## src/hdl/swdhte_pkg.sv

```systemverilog
`timescale 1ns / 1ps

package swdhte_pkg;

    localparam int unsigned DATA_BITS = 32;
    localparam int unsigned REQ_BITS  = 8;
    localparam int unsigned ACK_BITS  = 3;
    localparam int unsigned CNT_BITS  = 8;

    localparam logic [7:0] IDLE_CYCLES_RESET = 8'd8;
    localparam logic [2:0] TURN_CYCLES_RESET = 3'd1;
    localparam logic [2:0] TURN_MIN          = 3'd1;
    localparam logic [2:0] TURN_MAX          = 3'd4;

    localparam logic [ACK_BITS-1:0] ACK_OK   = 3'b001;
    localparam logic [ACK_BITS-1:0] ACK_WAIT = 3'b010;

    // register index as decoded from paddr[2]
    localparam logic REG_IDLE_CYCLES = 1'b0;
    localparam logic REG_TURN_CYCLES = 1'b1;

    typedef enum logic [3:0] {
        PH_IDLE    = 4'd0,
        PH_REQ     = 4'd1,
        PH_TRN_ACK = 4'd2,
        PH_ACK     = 4'd3,
        PH_RDATA   = 4'd4,
        PH_TRN_RD  = 4'd5,
        PH_TRN_WR  = 4'd6,
        PH_WDATA   = 4'd7,
        PH_TRN_END = 4'd8,
        PH_TAIL    = 4'd9
    } phase_t;

    typedef enum logic [1:0] {
        ST_OK     = 2'd0,
        ST_WAIT   = 2'd1,
        ST_FAULT  = 2'd2,
        ST_PARITY = 2'd3
    } status_t;

    typedef struct packed {
        logic                 start_req;
        logic                 ap_access;
        logic                 mode;
        logic [1:0]           reg_addr;
        logic [DATA_BITS-1:0] write_data;
        logic                 swdio_in;
    } step_in_t;

    typedef struct packed {
        logic                 swdio_out;
        logic                 swdio_drive;
        logic                 busy_res;
        logic                 done_res;
        logic [1:0]           status;
        logic [DATA_BITS-1:0] read_data;
    } step_out_t;

    function automatic status_t ack_status(input logic [ACK_BITS-1:0] ack);
        status_t st;
        if (ack == ACK_OK)
        begin
            st = ST_OK;
        end
        else if (ack == ACK_WAIT)
        begin
            st = ST_WAIT;
        end
        else
        begin
            st = ST_FAULT;
        end
        return st;
    endfunction

endpackage

```

## src/hdl/swdhte_in_if.sv

```systemverilog
`timescale 1ns / 1ps

interface swdhte_in_if;
    logic        valid;
    logic        ready;
    logic        start_req;
    logic        ap_access;
    logic        mode;
    logic [1:0]  reg_addr;
    logic [31:0] write_data;
    logic        swdio_in;

    modport source (
        output valid, start_req, ap_access, mode, reg_addr, write_data, swdio_in,
        input  ready
    );

    modport sink (
        input  valid, start_req, ap_access, mode, reg_addr, write_data, swdio_in,
        output ready
    );
endinterface

```

## src/hdl/swdhte_out_if.sv

```systemverilog
`timescale 1ns / 1ps

interface swdhte_out_if;
    logic        valid;
    logic        ready;
    logic        swdio_out;
    logic        swdio_drive;
    logic        busy_res;
    logic        done_res;
    logic [1:0]  status;
    logic [31:0] read_data;

    modport source (
        output valid, swdio_out, swdio_drive, busy_res, done_res, status, read_data,
        input  ready
    );

    modport sink (
        input  valid, swdio_out, swdio_drive, busy_res, done_res, status, read_data,
        output ready
    );
endinterface

```

## src/hdl/swd_host_transaction_engine.sv

```systemverilog
`timescale 1ns / 1ps

// Channel  Dir  Handshake      Payload
// cmd      in   valid/ready    start_req, ap_access, mode, reg_addr, write_data, swdio_in
// res      out  valid/ready    swdio_out, swdio_drive, busy_res, done_res, status, read_data
// apb      in   psel/penable   paddr, pwdata, pwrite -> prdata, pready
//
// One request per clock while res is not stalled: each request is one debug clock period, and its
// result sits in the output register on the next cycle.
// cmd.ready stays high while the output register is empty or being drained.
// Reset: phase idle, status ok, idle_cycles 8, turnaround_cycles 1.
// A stall on res holds the engine state and the output register.

module swd_host_transaction_engine
(
    input  logic         clk,
    input  logic         rst_n,
    input  logic         psel,
    input  logic         penable,
    input  logic         pwrite,
    input  logic [2:0]   paddr,
    input  logic [31:0]  pwdata,
    output logic [31:0]  prdata,
    output logic         pready,
    swdhte_in_if.sink    cmd,
    swdhte_out_if.source res
);

    logic [7:0] idle_cycles_reg;
    logic [2:0] turnaround_cycles_reg;
    logic       cfg_wr;

    logic                  step_en;
    swdhte_pkg::step_in_t  step_in;
    swdhte_pkg::step_out_t step_out;

    logic                  out_valid_reg;
    swdhte_pkg::step_out_t out_reg;

    assign pready = 1'b1;
    assign cfg_wr = psel && penable && pwrite;

    always_ff @(posedge clk or negedge rst_n)
    begin
        if (!rst_n)
        begin
            idle_cycles_reg       <= swdhte_pkg::IDLE_CYCLES_RESET;
            turnaround_cycles_reg <= swdhte_pkg::TURN_CYCLES_RESET;
        end
        else if (cfg_wr)
        begin
            case (paddr[2])
                swdhte_pkg::REG_IDLE_CYCLES: idle_cycles_reg       <= pwdata[7:0];
                swdhte_pkg::REG_TURN_CYCLES: turnaround_cycles_reg <= pwdata[2:0];
                default:
                begin
                end
            endcase
        end
    end

    always_comb
    begin
        case (paddr[2])
            swdhte_pkg::REG_IDLE_CYCLES: prdata = {24'd0, idle_cycles_reg};
            swdhte_pkg::REG_TURN_CYCLES: prdata = {29'd0, turnaround_cycles_reg};
            default:                     prdata = '0;
        endcase
    end

    assign cmd.ready = !out_valid_reg || res.ready;
    assign step_en   = cmd.valid && cmd.ready;

    assign step_in.start_req  = cmd.start_req;
    assign step_in.ap_access  = cmd.ap_access;
    assign step_in.mode       = cmd.mode;
    assign step_in.reg_addr   = cmd.reg_addr;
    assign step_in.write_data = cmd.write_data;
    assign step_in.swdio_in   = cmd.swdio_in;

    swdhte_engine u_engine
    (
        .clk               (clk),
        .rst_n             (rst_n),
        .step_en           (step_en),
        .step_in           (step_in),
        .idle_cycles       (idle_cycles_reg),
        .turnaround_cycles (turnaround_cycles_reg),
        .step_out          (step_out)
    );

    always_ff @(posedge clk or negedge rst_n)
    begin
        if (!rst_n)
        begin
            out_valid_reg <= 1'b0;
        end
        else if (step_en)
        begin
            out_valid_reg <= 1'b1;
        end
        else if (res.ready)
        begin
            out_valid_reg <= 1'b0;
        end
    end

    always_ff @(posedge clk)
    begin
        if (step_en)
        begin
            out_reg <= step_out;
        end
    end

    assign res.valid       = out_valid_reg;
    assign res.swdio_out   = out_reg.swdio_out;
    assign res.swdio_drive = out_reg.swdio_drive;
    assign res.busy_res    = out_reg.busy_res;
    assign res.done_res    = out_reg.done_res;
    assign res.status      = out_reg.status;
    assign res.read_data   = out_reg.read_data;

endmodule

```

## src/hdl/swdhte_engine.sv

```systemverilog
`timescale 1ns / 1ps

module swdhte_engine
(
    input  logic                 clk,
    input  logic                 rst_n,
    input  logic                 step_en,
    input  swdhte_pkg::step_in_t step_in,
    input  logic [7:0]           idle_cycles,
    input  logic [2:0]           turnaround_cycles,
    output swdhte_pkg::step_out_t step_out
);

    swdhte_pkg::phase_t                        phase_reg, phase_next;
    logic [swdhte_pkg::CNT_BITS-1:0]           bit_count_reg, bit_count_next;
    logic [swdhte_pkg::REQ_BITS-1:0]           request_reg, request_next;
    logic [swdhte_pkg::DATA_BITS-1:0]          data_reg, data_next;
    logic                                      parity_reg, parity_next;
    logic [swdhte_pkg::ACK_BITS-1:0]           ack_reg, ack_next;
    logic                                      rnw_reg, rnw_next;
    swdhte_pkg::status_t                       last_status_reg, last_status_next;

    logic [swdhte_pkg::CNT_BITS:0] bc_inc;
    logic [2:0]                    ta;
    logic                          turn_done;
    logic                          req_par;
    logic                          finish;
    swdhte_pkg::status_t           fin_status;
    logic                          o;
    logic                          drv;
    logic                          busy;

    always_comb
    begin
        if (turnaround_cycles < swdhte_pkg::TURN_MIN)
        begin
            ta = swdhte_pkg::TURN_MIN;
        end
        else if (turnaround_cycles > swdhte_pkg::TURN_MAX)
        begin
            ta = swdhte_pkg::TURN_MAX;
        end
        else
        begin
            ta = turnaround_cycles;
        end
    end

    assign bc_inc    = {1'b0, bit_count_reg} + 9'd1;
    assign turn_done = (bc_inc >= {6'd0, ta});
    assign req_par   = step_in.ap_access ^ step_in.mode ^ step_in.reg_addr[0]
                       ^ step_in.reg_addr[1];

    always_comb
    begin
        phase_next       = phase_reg;
        bit_count_next   = bc_inc[swdhte_pkg::CNT_BITS-1:0];
        request_next     = request_reg;
        data_next        = data_reg;
        parity_next      = parity_reg;
        ack_next         = ack_reg;
        rnw_next         = rnw_reg;
        last_status_next = last_status_reg;
        finish           = 1'b0;
        fin_status       = swdhte_pkg::ST_OK;
        o                = 1'b0;
        drv              = 1'b0;
        busy             = 1'b1;

        case (phase_reg)
            swdhte_pkg::PH_IDLE:
            begin
                drv = 1'b1;
                if (step_in.start_req)
                begin
                    // start, APnDP, RnW, A2, A3, parity, stop, park
                    request_next = {1'b1, 1'b0, req_par, step_in.reg_addr,
                                    step_in.mode, step_in.ap_access, 1'b1};
                    rnw_next       = step_in.mode;
                    data_next      = step_in.write_data;
                    parity_next    = 1'b0;
                    ack_next       = '0;
                    o              = 1'b1;
                    bit_count_next = 8'd1;
                    phase_next     = swdhte_pkg::PH_REQ;
                end
                else
                begin
                    busy           = 1'b0;
                    bit_count_next = bit_count_reg;
                end
            end
            swdhte_pkg::PH_REQ:
            begin
                drv = 1'b1;
                o   = request_reg[bit_count_reg[2:0]];
                if (bc_inc >= 9'(swdhte_pkg::REQ_BITS))
                begin
                    bit_count_next = '0;
                    phase_next     = swdhte_pkg::PH_TRN_ACK;
                end
            end
            swdhte_pkg::PH_TRN_ACK:
            begin
                if (turn_done)
                begin
                    bit_count_next = '0;
                    phase_next     = swdhte_pkg::PH_ACK;
                end
            end
            swdhte_pkg::PH_ACK:
            begin
                if (bit_count_reg < 8'(swdhte_pkg::ACK_BITS))
                begin
                    ack_next[bit_count_reg[1:0]] = step_in.swdio_in;
                end
                if (bc_inc >= 9'(swdhte_pkg::ACK_BITS))
                begin
                    bit_count_next = '0;
                    if (swdhte_pkg::ack_status(ack_next) == swdhte_pkg::ST_OK)
                    begin
                        if (rnw_reg)
                        begin
                            data_next   = '0;
                            parity_next = 1'b0;
                            phase_next  = swdhte_pkg::PH_RDATA;
                        end
                        else
                        begin
                            phase_next = swdhte_pkg::PH_TRN_WR;
                        end
                    end
                    else
                    begin
                        phase_next = swdhte_pkg::PH_TRN_END;
                    end
                end
            end
            swdhte_pkg::PH_RDATA:
            begin
                if (bit_count_reg < 8'(swdhte_pkg::DATA_BITS))
                begin
                    data_next[bit_count_reg[4:0]] = step_in.swdio_in;
                end
                parity_next = parity_reg ^ step_in.swdio_in;
                if (bc_inc >= 9'(swdhte_pkg::DATA_BITS + 1))
                begin
                    bit_count_next = '0;
                    phase_next     = swdhte_pkg::PH_TRN_RD;
                end
            end
            swdhte_pkg::PH_TRN_RD:
            begin
                if (turn_done)
                begin
                    bit_count_next = '0;
                    if (parity_reg)
                    begin
                        finish     = 1'b1;
                        fin_status = swdhte_pkg::ST_PARITY;
                    end
                    else if (idle_cycles == 8'd0)
                    begin
                        finish = 1'b1;
                    end
                    else
                    begin
                        phase_next = swdhte_pkg::PH_TAIL;
                    end
                end
            end
            swdhte_pkg::PH_TRN_WR:
            begin
                if (turn_done)
                begin
                    bit_count_next = '0;
                    parity_next    = 1'b0;
                    phase_next     = swdhte_pkg::PH_WDATA;
                end
            end
            swdhte_pkg::PH_WDATA:
            begin
                drv = 1'b1;
                if (bit_count_reg < 8'(swdhte_pkg::DATA_BITS))
                begin
                    o           = data_reg[bit_count_reg[4:0]];
                    parity_next = parity_reg ^ o;
                end
                else
                begin
                    o = parity_reg;
                end
                if (bc_inc >= 9'(swdhte_pkg::DATA_BITS + 1))
                begin
                    bit_count_next = '0;
                    if (idle_cycles == 8'd0)
                    begin
                        finish = 1'b1;
                    end
                    else
                    begin
                        phase_next = swdhte_pkg::PH_TAIL;
                    end
                end
            end
            swdhte_pkg::PH_TRN_END:
            begin
                if (turn_done)
                begin
                    finish     = 1'b1;
                    fin_status = swdhte_pkg::ack_status(ack_reg);
                end
            end
            swdhte_pkg::PH_TAIL:
            begin
                drv = 1'b1;
                if (bc_inc >= {1'b0, idle_cycles})
                begin
                    finish = 1'b1;
                end
            end
            default:
            begin
                phase_next     = swdhte_pkg::PH_IDLE;
                bit_count_next = '0;
                drv            = 1'b1;
                busy           = 1'b0;
            end
        endcase

        if (finish)
        begin
            last_status_next = fin_status;
            phase_next       = swdhte_pkg::PH_IDLE;
            bit_count_next   = '0;
        end

        step_out.swdio_out   = o;
        step_out.swdio_drive = drv;
        step_out.busy_res    = busy;
        step_out.done_res    = finish;
        step_out.status      = last_status_next;
        step_out.read_data   = (finish && rnw_reg &&
                                (fin_status == swdhte_pkg::ST_OK ||
                                 fin_status == swdhte_pkg::ST_PARITY))
                               ? data_next : '0;
    end

    always_ff @(posedge clk or negedge rst_n)
    begin
        if (!rst_n)
        begin
            phase_reg       <= swdhte_pkg::PH_IDLE;
            bit_count_reg   <= '0;
            request_reg     <= '0;
            data_reg        <= '0;
            parity_reg      <= 1'b0;
            ack_reg         <= '0;
            rnw_reg         <= 1'b0;
            last_status_reg <= swdhte_pkg::ST_OK;
        end
        else if (step_en)
        begin
            phase_reg       <= phase_next;
            bit_count_reg   <= bit_count_next;
            request_reg     <= request_next;
            data_reg        <= data_next;
            parity_reg      <= parity_next;
            ack_reg         <= ack_next;
            rnw_reg         <= rnw_next;
            last_status_reg <= last_status_next;
        end
    end

endmodule
```

## src/flat_wrapper.sv

```systemverilog
// flat-port wrapper written by rule: the top's interface ports become plain ports
module swd_host_transaction_engine_flat 
  (clk, rst_n, psel, penable, pwrite, paddr, pwdata, prdata, pready, cmd_valid, cmd_start_req, cmd_ap_access, cmd_mode, cmd_reg_addr, cmd_write_data, cmd_swdio_in, cmd_ready, res_valid, res_swdio_out, res_swdio_drive, res_busy_res, res_done_res, res_status, res_read_data, res_ready);
  swdhte_in_if cmd_i ();
  swdhte_out_if res_i ();
  input  logic clk;
  input  logic rst_n;
  input  logic psel;
  input  logic penable;
  input  logic pwrite;
  input  logic [2:0] paddr;
  input  logic [31:0] pwdata;
  output logic [31:0] prdata;
  output logic pready;
  input wire logic [$bits(cmd_i.valid)-1:0] cmd_valid;
  input wire logic [$bits(cmd_i.start_req)-1:0] cmd_start_req;
  input wire logic [$bits(cmd_i.ap_access)-1:0] cmd_ap_access;
  input wire logic [$bits(cmd_i.mode)-1:0] cmd_mode;
  input wire logic [$bits(cmd_i.reg_addr)-1:0] cmd_reg_addr;
  input wire logic [$bits(cmd_i.write_data)-1:0] cmd_write_data;
  input wire logic [$bits(cmd_i.swdio_in)-1:0] cmd_swdio_in;
  output wire logic [$bits(cmd_i.ready)-1:0] cmd_ready;
  output wire logic [$bits(res_i.valid)-1:0] res_valid;
  output wire logic [$bits(res_i.swdio_out)-1:0] res_swdio_out;
  output wire logic [$bits(res_i.swdio_drive)-1:0] res_swdio_drive;
  output wire logic [$bits(res_i.busy_res)-1:0] res_busy_res;
  output wire logic [$bits(res_i.done_res)-1:0] res_done_res;
  output wire logic [$bits(res_i.status)-1:0] res_status;
  output wire logic [$bits(res_i.read_data)-1:0] res_read_data;
  input wire logic [$bits(res_i.ready)-1:0] res_ready;
  assign cmd_i.valid = cmd_valid;
  assign cmd_i.start_req = cmd_start_req;
  assign cmd_i.ap_access = cmd_ap_access;
  assign cmd_i.mode = cmd_mode;
  assign cmd_i.reg_addr = cmd_reg_addr;
  assign cmd_i.write_data = cmd_write_data;
  assign cmd_i.swdio_in = cmd_swdio_in;
  assign cmd_ready = cmd_i.ready;
  assign res_valid = res_i.valid;
  assign res_swdio_out = res_i.swdio_out;
  assign res_swdio_drive = res_i.swdio_drive;
  assign res_busy_res = res_i.busy_res;
  assign res_done_res = res_i.done_res;
  assign res_status = res_i.status;
  assign res_read_data = res_i.read_data;
  assign res_i.ready = res_ready;
  swd_host_transaction_engine u_core (.clk(clk), .rst_n(rst_n), .psel(psel), .penable(penable), .pwrite(pwrite), .paddr(paddr), .pwdata(pwdata), .prdata(prdata), .pready(pready), .cmd(cmd_i), .res(res_i));
endmodule
```

## config.mk

```make
export PLATFORM = sky130hd
export DESIGN_NAME = swd_host_transaction_engine_flat
export DESIGN_NICKNAME = d
export VERILOG_FILES = /design/src/hdl/swdhte_pkg.sv /design/src/hdl/swdhte_in_if.sv /design/src/hdl/swdhte_out_if.sv /design/src/hdl/swd_host_transaction_engine.sv /design/src/hdl/swdhte_engine.sv /design/src/flat_wrapper.sv
export SDC_FILE = /design/constraint.sdc
export NUM_CORES = 1
export LEC_CHECK = 0
export BUFFER_PORTS_ARGS = -buffer_cell sky130_fd_sc_hd__buf_2
export CELL_PAD_IN_SITES_DETAIL_PLACEMENT = 1
export CELL_PAD_IN_SITES_GLOBAL_PLACEMENT = 2
export CORE_MARGIN = 5
export CORE_UTILIZATION = 35
export CTS_BUF_LIST = sky130_fd_sc_hd__clkbuf_4
export DETAILED_ROUTE_END_ITERATION = 10
export PLACE_DENSITY = 0.8
export SLEW_MARGIN = 20
export SYNTH_ARGS = -nofsm -noshare
export SYNTH_HDL_FRONTEND = slang
export SYNTH_SLANG_ARGS = --single-unit
```

## constraint.sdc

```tcl
create_clock -name clk -period 3.6 [get_ports clk]
set_clock_uncertainty 0.15 [all_clocks]
set_input_delay 0.18 -clock clk [delete_from_list [all_inputs] [get_ports clk]]
set_output_delay 0.18 -clock clk [all_outputs]
set_load 0.01 [all_outputs]
```

-- Word level (Yosys, flattened, before mapping)
Index checks and enable logic that the tools add are counted.
- add/sub/neg operators: 1
- magnitude comparators: 14
- equality and inequality tests: 30
- mux-type cells: 76
- bitwise gates (word level): 6
- reductions and logical operators: 29
- operators with widths (operator ; count):
    32-bit two-way mux ; 5
    32-bit one-hot mux with 3 select lines ; 1
    32-bit one-hot mux with 2 select lines ; 1
    4-bit two-way mux ; 12
    8-bit two-way mux ; 6
    8-bit one-hot mux with 6 select lines ; 1
    4-bit one-hot mux with 9 select lines ; 1
    32-bit bitwise mux ; 1
    3-bit inequality test (second input constant) ; 9
    2-bit two-way mux ; 11
    1-bit two-way mux ; 21
    4-bit by 3-bit == test with 1-bit output (second input constant) ; 4
    3-bit two-way mux ; 5
    2-bit inequality test (second input constant) ; 6
    11-bit AND reduction ; 1
    8-bit by 1-bit adder with 9-bit output (second input constant) ; 1
    9-bit by 2-bit >= comparator with 1-bit output (second input constant) ; 1
    9-bit by 3-bit >= comparator with 1-bit output ; 1
    9-bit by 4-bit >= comparator with 1-bit output (second input constant) ; 1
    9-bit by 6-bit >= comparator with 1-bit output (second input constant) ; 1
    9-bit by 8-bit >= comparator with 1-bit output ; 1
    9-bit OR reduction ; 1
    4-bit by 2-bit == test with 1-bit output (second input constant) ; 2
    4-bit == test (second input constant) ; 2
    41 further kinds ; 60
- flip-flop bits (word level): 108
- bits of input ports: 80
- output and inout port bits: 73
- word-level logic and storage cells: 173

-- Depth between registers and ports, before layout
Gate-level depths: netlist of run 1.
- depth after elaboration: 17
- mapped depth: 15
- mapped depth without buffers: 13

-- Modules after synthesis
Synthesis of run 1 repeated with hierarchy kept, for this count alone.
- cells, all modules: 821
- area total of the unflattened synthesis: 7499.7 µm²
- by module, submodules not included (module ; times used ; cells an instance ; area an instance (µm²)):
    swdhte_engine ; 1 ; 719 ; 5599.1
    swd_host_transaction_engine ; 1 ; 102 ; 1900.6

-- Least setup slack after synthesis of run 1
No wires, ideal clock.
- path type: reg-to-reg
- start point: reg u_core.u_engine.bit_count_reg[0] (netlist name)
- end point: reg u_core.out_reg (netlist bit u_core.res.read_data[28]), data pin
- data arrival time: 2.753 ns
- required time: 3.190 ns
- setup slack: 0.437 ns
- stages on the path, launching flop included: 16
- buffers on the path: 2
- cells stage by stage: dfrtp_1 > buf_2 > nand2_1 > nor2_1 > and3_1 > xor2_1 > ha_1 > and3_1 > a311oi_1 > and3_1 > a21oi_1 > nor2_2 > inv_2 > o311ai_2 > buf_2 > a21oi_1
- RTL lines (element ; RTL line ; text):
    from (decl) ; swdhte_engine.sv:15 ; logic [swdhte_pkg::CNT_BITS-1:0] bit_count_reg, bit_count_next;
    from (signal assigned) ; swdhte_engine.sv:265 ; bit_count_reg <= bit_count_next;
    to (signal assigned) ; swd_host_transaction_engine.sv:112 ; out_reg <= step_out;
    to (decl) ; swd_host_transaction_engine.sv:38 ; swdhte_pkg::step_out_t out_reg;

==> metrics.txt, run 1 <==
CTS Buffer Depth=2; CP startpoint kind=register; vias per inst=5.51; Clock H-tree levels=3; 1st-iter DRT viols=393; max_slew headroom=0.350; Root Driver=clkbuf_4; YS warnings=0; internal power=roughly 3.1 mW; status=finished clean; Peak Freq=between 200 and 300 MHz; final wirelength=22900 um; Buffers on Ports=a little over 100; placed cell count=1075; CTS buffer count=9; CP Max Fanout=32; Vias=6241; sequential-to-total area share from yosys stat=0.404; RSZ-0062 raised after global routing=no; worst hold slack=12.7 ps; Max-Cap Viols=0; cell family with most CP delay=simple AND/OR/NAND/NOR gates; Post-layout nets=954; gr usage total=0.200; crit-path cells=nand3_2 -> nor2_1 -> and3_1 -> xor2_1 -> ha_1 -> o21ai_0 -> or3b_2 -> and3_1 -> a21oi_1 -> nor2_2 -> inv_2 -> o311ai_4 -> buf_12 -> a21oi_1; vias in the first global route=around 6600; Clock Sinks=106; worst slew pin tran=976 ps; drt first pass iters=5; Clk Latency, worst-skew pair=about 510 ps; cell area after synthesis=between 0.007 and 0.008 mm^2; Final Hold Violating Endpoints=0; worst vdd ir=a little under 300 uV; drt wl/cell=a little over 20 um; I/O pin count=153; Starting Density=0.358; drt drc=0; height of the chip=152 um; Placer Congestion=0.876; Reg power frac=0.345; first-pass GRT wire length=between 30000 and 40000 um; CTS tree=yes; number of antenna-violating nets in the routed design=0; #FFs+latches synth=between 100 and 150; Async SR Flop Fraction=0.642; clock share of power=0.115; sw power=2.69 mW; total negative slack=0 ps; Mapped Cells=roughly 730; static leakage power=between 3 and 4 nW; layout cells sized above 1=0.230; CP Capture Type=register; Switching Share=0.467; crit path DAT=3620 ps; Synth top area share=0.235; placeable core area=0.0197 mm^2; fin crit share=0.955; Slowest cell on crit path=or3b_2; Yosys cell types=78; detailed placer's ending HPWL=15700 um; Post-synth EDFFs=38; Final Slew Violations=0; Yosys top cell by area=dfrtp_1; min cycle time layout=3440 ps; Die X=between 150 and 200 um; Avg Inst Size Synth=9.63 um^2; worst min path class=input port to register; Fill cells=2328; synth top area cells=dfrtp_1, edfxtp_1, mux2i_1, nand2_1, o22a_1; initial antenna violation count=1; Core Rows=51; Comb pwr share=0.539; setup violators final=0; power density cells=690 mW/mm^2; Main synth FF type=dfrtp_1; Crit path required time=3780 ps; critical path class=register to register; GRT overflow=0; Die ar.=0.0230 mm^2; clock-pin slew on the worst setup and hold paths=~180 ps; Layout Cells excl Fill=1132; most frequent cells in the layout=nand2_1, buf_2, mux2i_1, dfrtp_1, nor2_1; Crit path largest cell delay=450 ps; most common cell after layout, fill and taps aside=nand2_1; synthesis-to-finish area growth=18.7%; largest net degree at the start of global routing=69; CP bufs+invs=2
## power groups by stage
stage               logic, mW  registers, mW  clock network [mW]
global placement         2.94           1.97                   0
detailed placement       3.03           2.01                   0
global route             3.39           2.04               0.721
floorplan                2.16           1.85                   0
CTS                      3.08           1.98               0.682
finish                   3.11           1.99               0.665
## worst paths after layout
path	startpoint	endpoint	slack (ps)	cells past startpoint
min in group asynchronous	rst_n	u_core.idle_cycles_reg[1]	310	3
setup reg to reg	u_core.u_engine.bit_count_reg[4]	u_core.res.read_data[17]	160	14
setup / recovery	u_core.u_engine.bit_count_reg[4]	u_core.res.read_data[17]	160	14
hold / removal	cmd_write_data[24]	u_core.u_engine.data_reg[24]	10	4
max in group asynchronous	rst_n	u_core.u_engine.bit_count_reg[0]	2320	3
hold reg to reg	u_core.u_engine.request_reg[5]	u_core.u_engine.request_reg[5]	380	2
## per-stage QoR
| step | utilization | total power [mW] | setup slack (ps) | instance area, um^2 |
|---|---|---|---|---|
| floorplan | - | 4.01 | 437 | 7120 |
| global placement | 0.397 | 4.91 | 175 | 7800 |
| detailed placement | 0.397 | 5.04 | 92.8 | 7800 |
| CTS | 0.424 | 5.74 | 43.9 | 8330 |
| global route | 0.425 | 6.16 | 1.41 | 8360 |
| finish | 0.425 | 5.76 | 163 | 8360 |
## area by class of cell
cell class              count  area [um^2]  area share
multi-input cells         554         3820       0.457
flip-flops and latches    106         2850       0.341
repair buffers            170         1140       0.136
well taps                 265          332      0.0397
clock buffers              14          105      0.0126
inverters                  20         75.1     0.00898
clock inverters             2         38.8     0.00464
diodes                      1         2.50    0.000299
## worst min-delay path: cells and delay by family
| kind | cells | cell delay (ps) |
|---|---|---|
| muxes | 1 | 130 |
| AOI/OAI and AO/OA | 2 | 250 |
| buffers and inverters | 1 | 100 |
## kinds of logic (layout without fill, tap and decap cells)
logic type,after synthesis,after routing,share of synthesized area
adders and majority gates,13,13,0.0231
other,2,26,0.00107
and+or+nand+nor,229,229,0.157
DFF,106,106,0.404
xor gates and xnor gates,14,14,0.0174
buffers and inverters,94,206,0.0686
AOI/OAI and AO/OA,176,176,0.171
muxes,97,97,0.158
## per-layer routing
metal / global-route usage / up-vias / share of wire
met4: 0.0530 / 0 / 0.012
li1: - / 2880 / -
met5: 0 / - / 0
met1: 0.278 / 3162 / 0.46
met2: 0.334 / 181 / 0.47
met3: 0.0229 / 18 / 0.055
## cells in the mapped netlist (all sizes together) (3+ instances only)
library cell  number
nand2            102
mux2i             68
dfrtp             66
o21ai             50
nor2              49
a21oi             47
buf               44
edfxtp            38
o22a              32
clkbuf            30
mux2              20
inv               19
nand3             19
ha                13
mux4               9
nand2b             8
xnor2              8
a22o               7
and3               7
nor3               7
xor2               6
nand3b             4
nor3b              4
or4                4
a221o              3
a31oi              3
a32o               3
nand4              3
nand4b             3
nor2b              3
o31ai              3
or3                3
or4b               3
## timing repair
action | 4_1_cts | 5_1_grt
setup endpoints to repair | 0 | 38
setup buffers | 0 | 1
resized for setup | 0 | 4
endpoints found under the hold margin | 105 | 0
hold buffers | 39 | 0
Power figures use the tool's default switching activity.
==> run 2, diff against run 1 <==
--- a/config.mk
+++ b/config.mk
@@ -8,11 +8,11 @@
 export BUFFER_PORTS_ARGS = -buffer_cell sky130_fd_sc_hd__buf_2
 export CELL_PAD_IN_SITES_DETAIL_PLACEMENT = 1
 export CELL_PAD_IN_SITES_GLOBAL_PLACEMENT = 2
-export CORE_MARGIN = 5
+export CORE_MARGIN = 8
 export CORE_UTILIZATION = 35
 export CTS_BUF_LIST = sky130_fd_sc_hd__clkbuf_4
 export DETAILED_ROUTE_END_ITERATION = 10
-export PLACE_DENSITY = 0.8
+export PLACE_DENSITY_LB_ADDON = 0.1
 export SLEW_MARGIN = 20
 export SYNTH_ARGS = -nofsm -noshare
 export SYNTH_HDL_FRONTEND = slang
==> run 2 against run 1 <==
  * Global-route usage fell by 0.45 points
  * Non-clock buffer count rose by 18
  * Hold slack better by 32 ps
  * Total power increased by 0.51%
  * Setup slack improved by 83 ps
  * Critical path depth is the same
  * Critical path type unchanged
  * Largest power group unchanged
==> metrics.txt, run 2 (synthesis results as in run 1) <==
fin crit share=0.932; most frequent cells in the layout=nand2_1, buf_2, mux2i_1, dfrtp_1, dlygate4sd3_1; Clock H-tree levels=3; Crit path required time=3780 ps; Buffers on Ports=101; height of the chip=158 um; total negative slack=0 ps; clock-pin slew on the worst setup and hold paths=~180 ps; initial antenna violation count=1; Peak Freq=298 MHz; drt first pass iters=4; number of antenna-violating nets in the routed design=0; Final Slew Violations=0; fin area=0.00856 mm^2; GRT overflow=0; Starting Density=0.352; max_slew headroom=0.473; Clock Sinks=106; status=finished clean; synthesis-to-finish area growth=21.6%; layout cells sized above 1=0.236; Die ar.=0.0249 mm^2; vias per inst=5.29; Die X=158 um; gr usage total=0.196; CTS tree=yes; CP startpoint kind=register; crit path DAT=3540 ps; Final Hold Violating Endpoints=0; Clk Latency, worst-skew pair=510 ps; CTS buffer count=9; Max-Cap Viols=0; 1st-iter DRT viols=approximately 320; static leakage power=about 3.7 nW; Root Driver=clkbuf_4; power density cells=677 mW/mm^2; min cycle time layout=3350 ps; placeable core area=about 0.020 mm^2; RSZ-0062 raised after global routing=no; Multi-input gate area=0.00383 mm^2; largest net degree at the start of global routing=39; detailed placer's ending HPWL=around 17000 um; Fill cells=2327; first-pass GRT wire length=37900 um; I/O pin count=153; Post-layout nets=972; drt wl/cell=20.6 um; CP Max Fanout=10; Placer Congestion=0.878; worst slew pin tran=791 ps; setup violators final=0; critical path class=register to register; worst vdd ir=244 uV; most common cell after layout, fill and taps aside=nand2_1; Seq. cell area=0.00285 mm^2; CTS Buffer Depth=2; final wirelength=23800 um; worst min path class=input port to register; drt drc=0; Vias=6107; vias in the first global route=6784; Post-DP Area=0.00786 mm^2; Core Rows=52; CP Capture Type=register
run 2: final cells by class:
cell class	count	share of cell area
multi-input cells	554	0.448
well taps	270	0.0395
repair buffers	188	0.153
clock inverters	6	0.00892
flip-flops and latches	106	0.333
clock buffers	10	0.00877
inverters	20	0.00877
diodes	1	0.000292
run 2: per-layer routing:
layer,global-route usage,share of wire
met2,0.343,0.51
met1,0.243,0.44
met3,0.0308,0.038
met4,0.0580,0.019
met5,0,0
run 2: critical path: stages (launching register included):
cell and delay (ps):
dfrtp_2 490, nand2_1 140, nor2_2 60, and3_1 180
xor2_1 160, ha_1 340, o21ai_0 130, or3b_2 450
and3_1 150, a21oi_1 160, nor2_2 60, inv_2 130
o311ai_4 180, buf_12 210, a21oi_1 200
run 2: final timing paths:
| kind | start | to | slack (ps) | cells after the start |
|---|---|---|---|---|
| hold / removal | cmd_write_data[21] | u_core.u_engine.data_reg[21] | 40 | 4 |
| setup reg to reg | u_core.u_engine.bit_count_reg[1] | u_core.res.read_data[28] | 250 | 14 |
| max in group asynchronous | rst_n | u_core.idle_cycles_reg[5] | 1620 | 4 |
| setup / recovery | u_core.u_engine.bit_count_reg[1] | u_core.res.read_data[28] | 250 | 14 |
| min in group asynchronous | rst_n | u_core.u_engine.phase_reg[2] | 490 | 3 |
| hold reg to reg | u_core.u_engine.request_reg[5] | u_core.u_engine.request_reg[5] | 380 | 2 |
run 2: stage by stage:
step | power [mW] | utilization | setup WS [ps] | std cells | hold slack, ps
2_1_floorplan | 4.01 | - | 437 | 754 | -266
3_3_place_gp | 4.98 | 0.393 | 206 | 1085 | 25.8
3_5_place_dp | 5.08 | 0.393 | 162 | 1085 | 26.5
4_1_cts | 5.84 | 0.427 | 111 | 1153 | 1.46
5_1_grt | 6.26 | 0.429 | 22.4 | 1155 | 31.0
6_report | 5.79 | 0.429 | 246 | 1155 | 44.9
run 2: power by group:
part / switching, mW / leakage, nW / internal, mW
combinational: 1.86 / 2.35 / 1.27
clock: 0.445 / 0.0831 / 0.231
sequential: 0.405 / 1.23 / 1.58
total: 2.71 / 3.66 / 3.08
run 2: timing repair:
action	in CTS	in global routing
gates resized for setup	0	7
hold buffers	52	0
buffers inserted	0	1
hold endpoints to repair	115	0
endpoints found under the setup margin	0	45
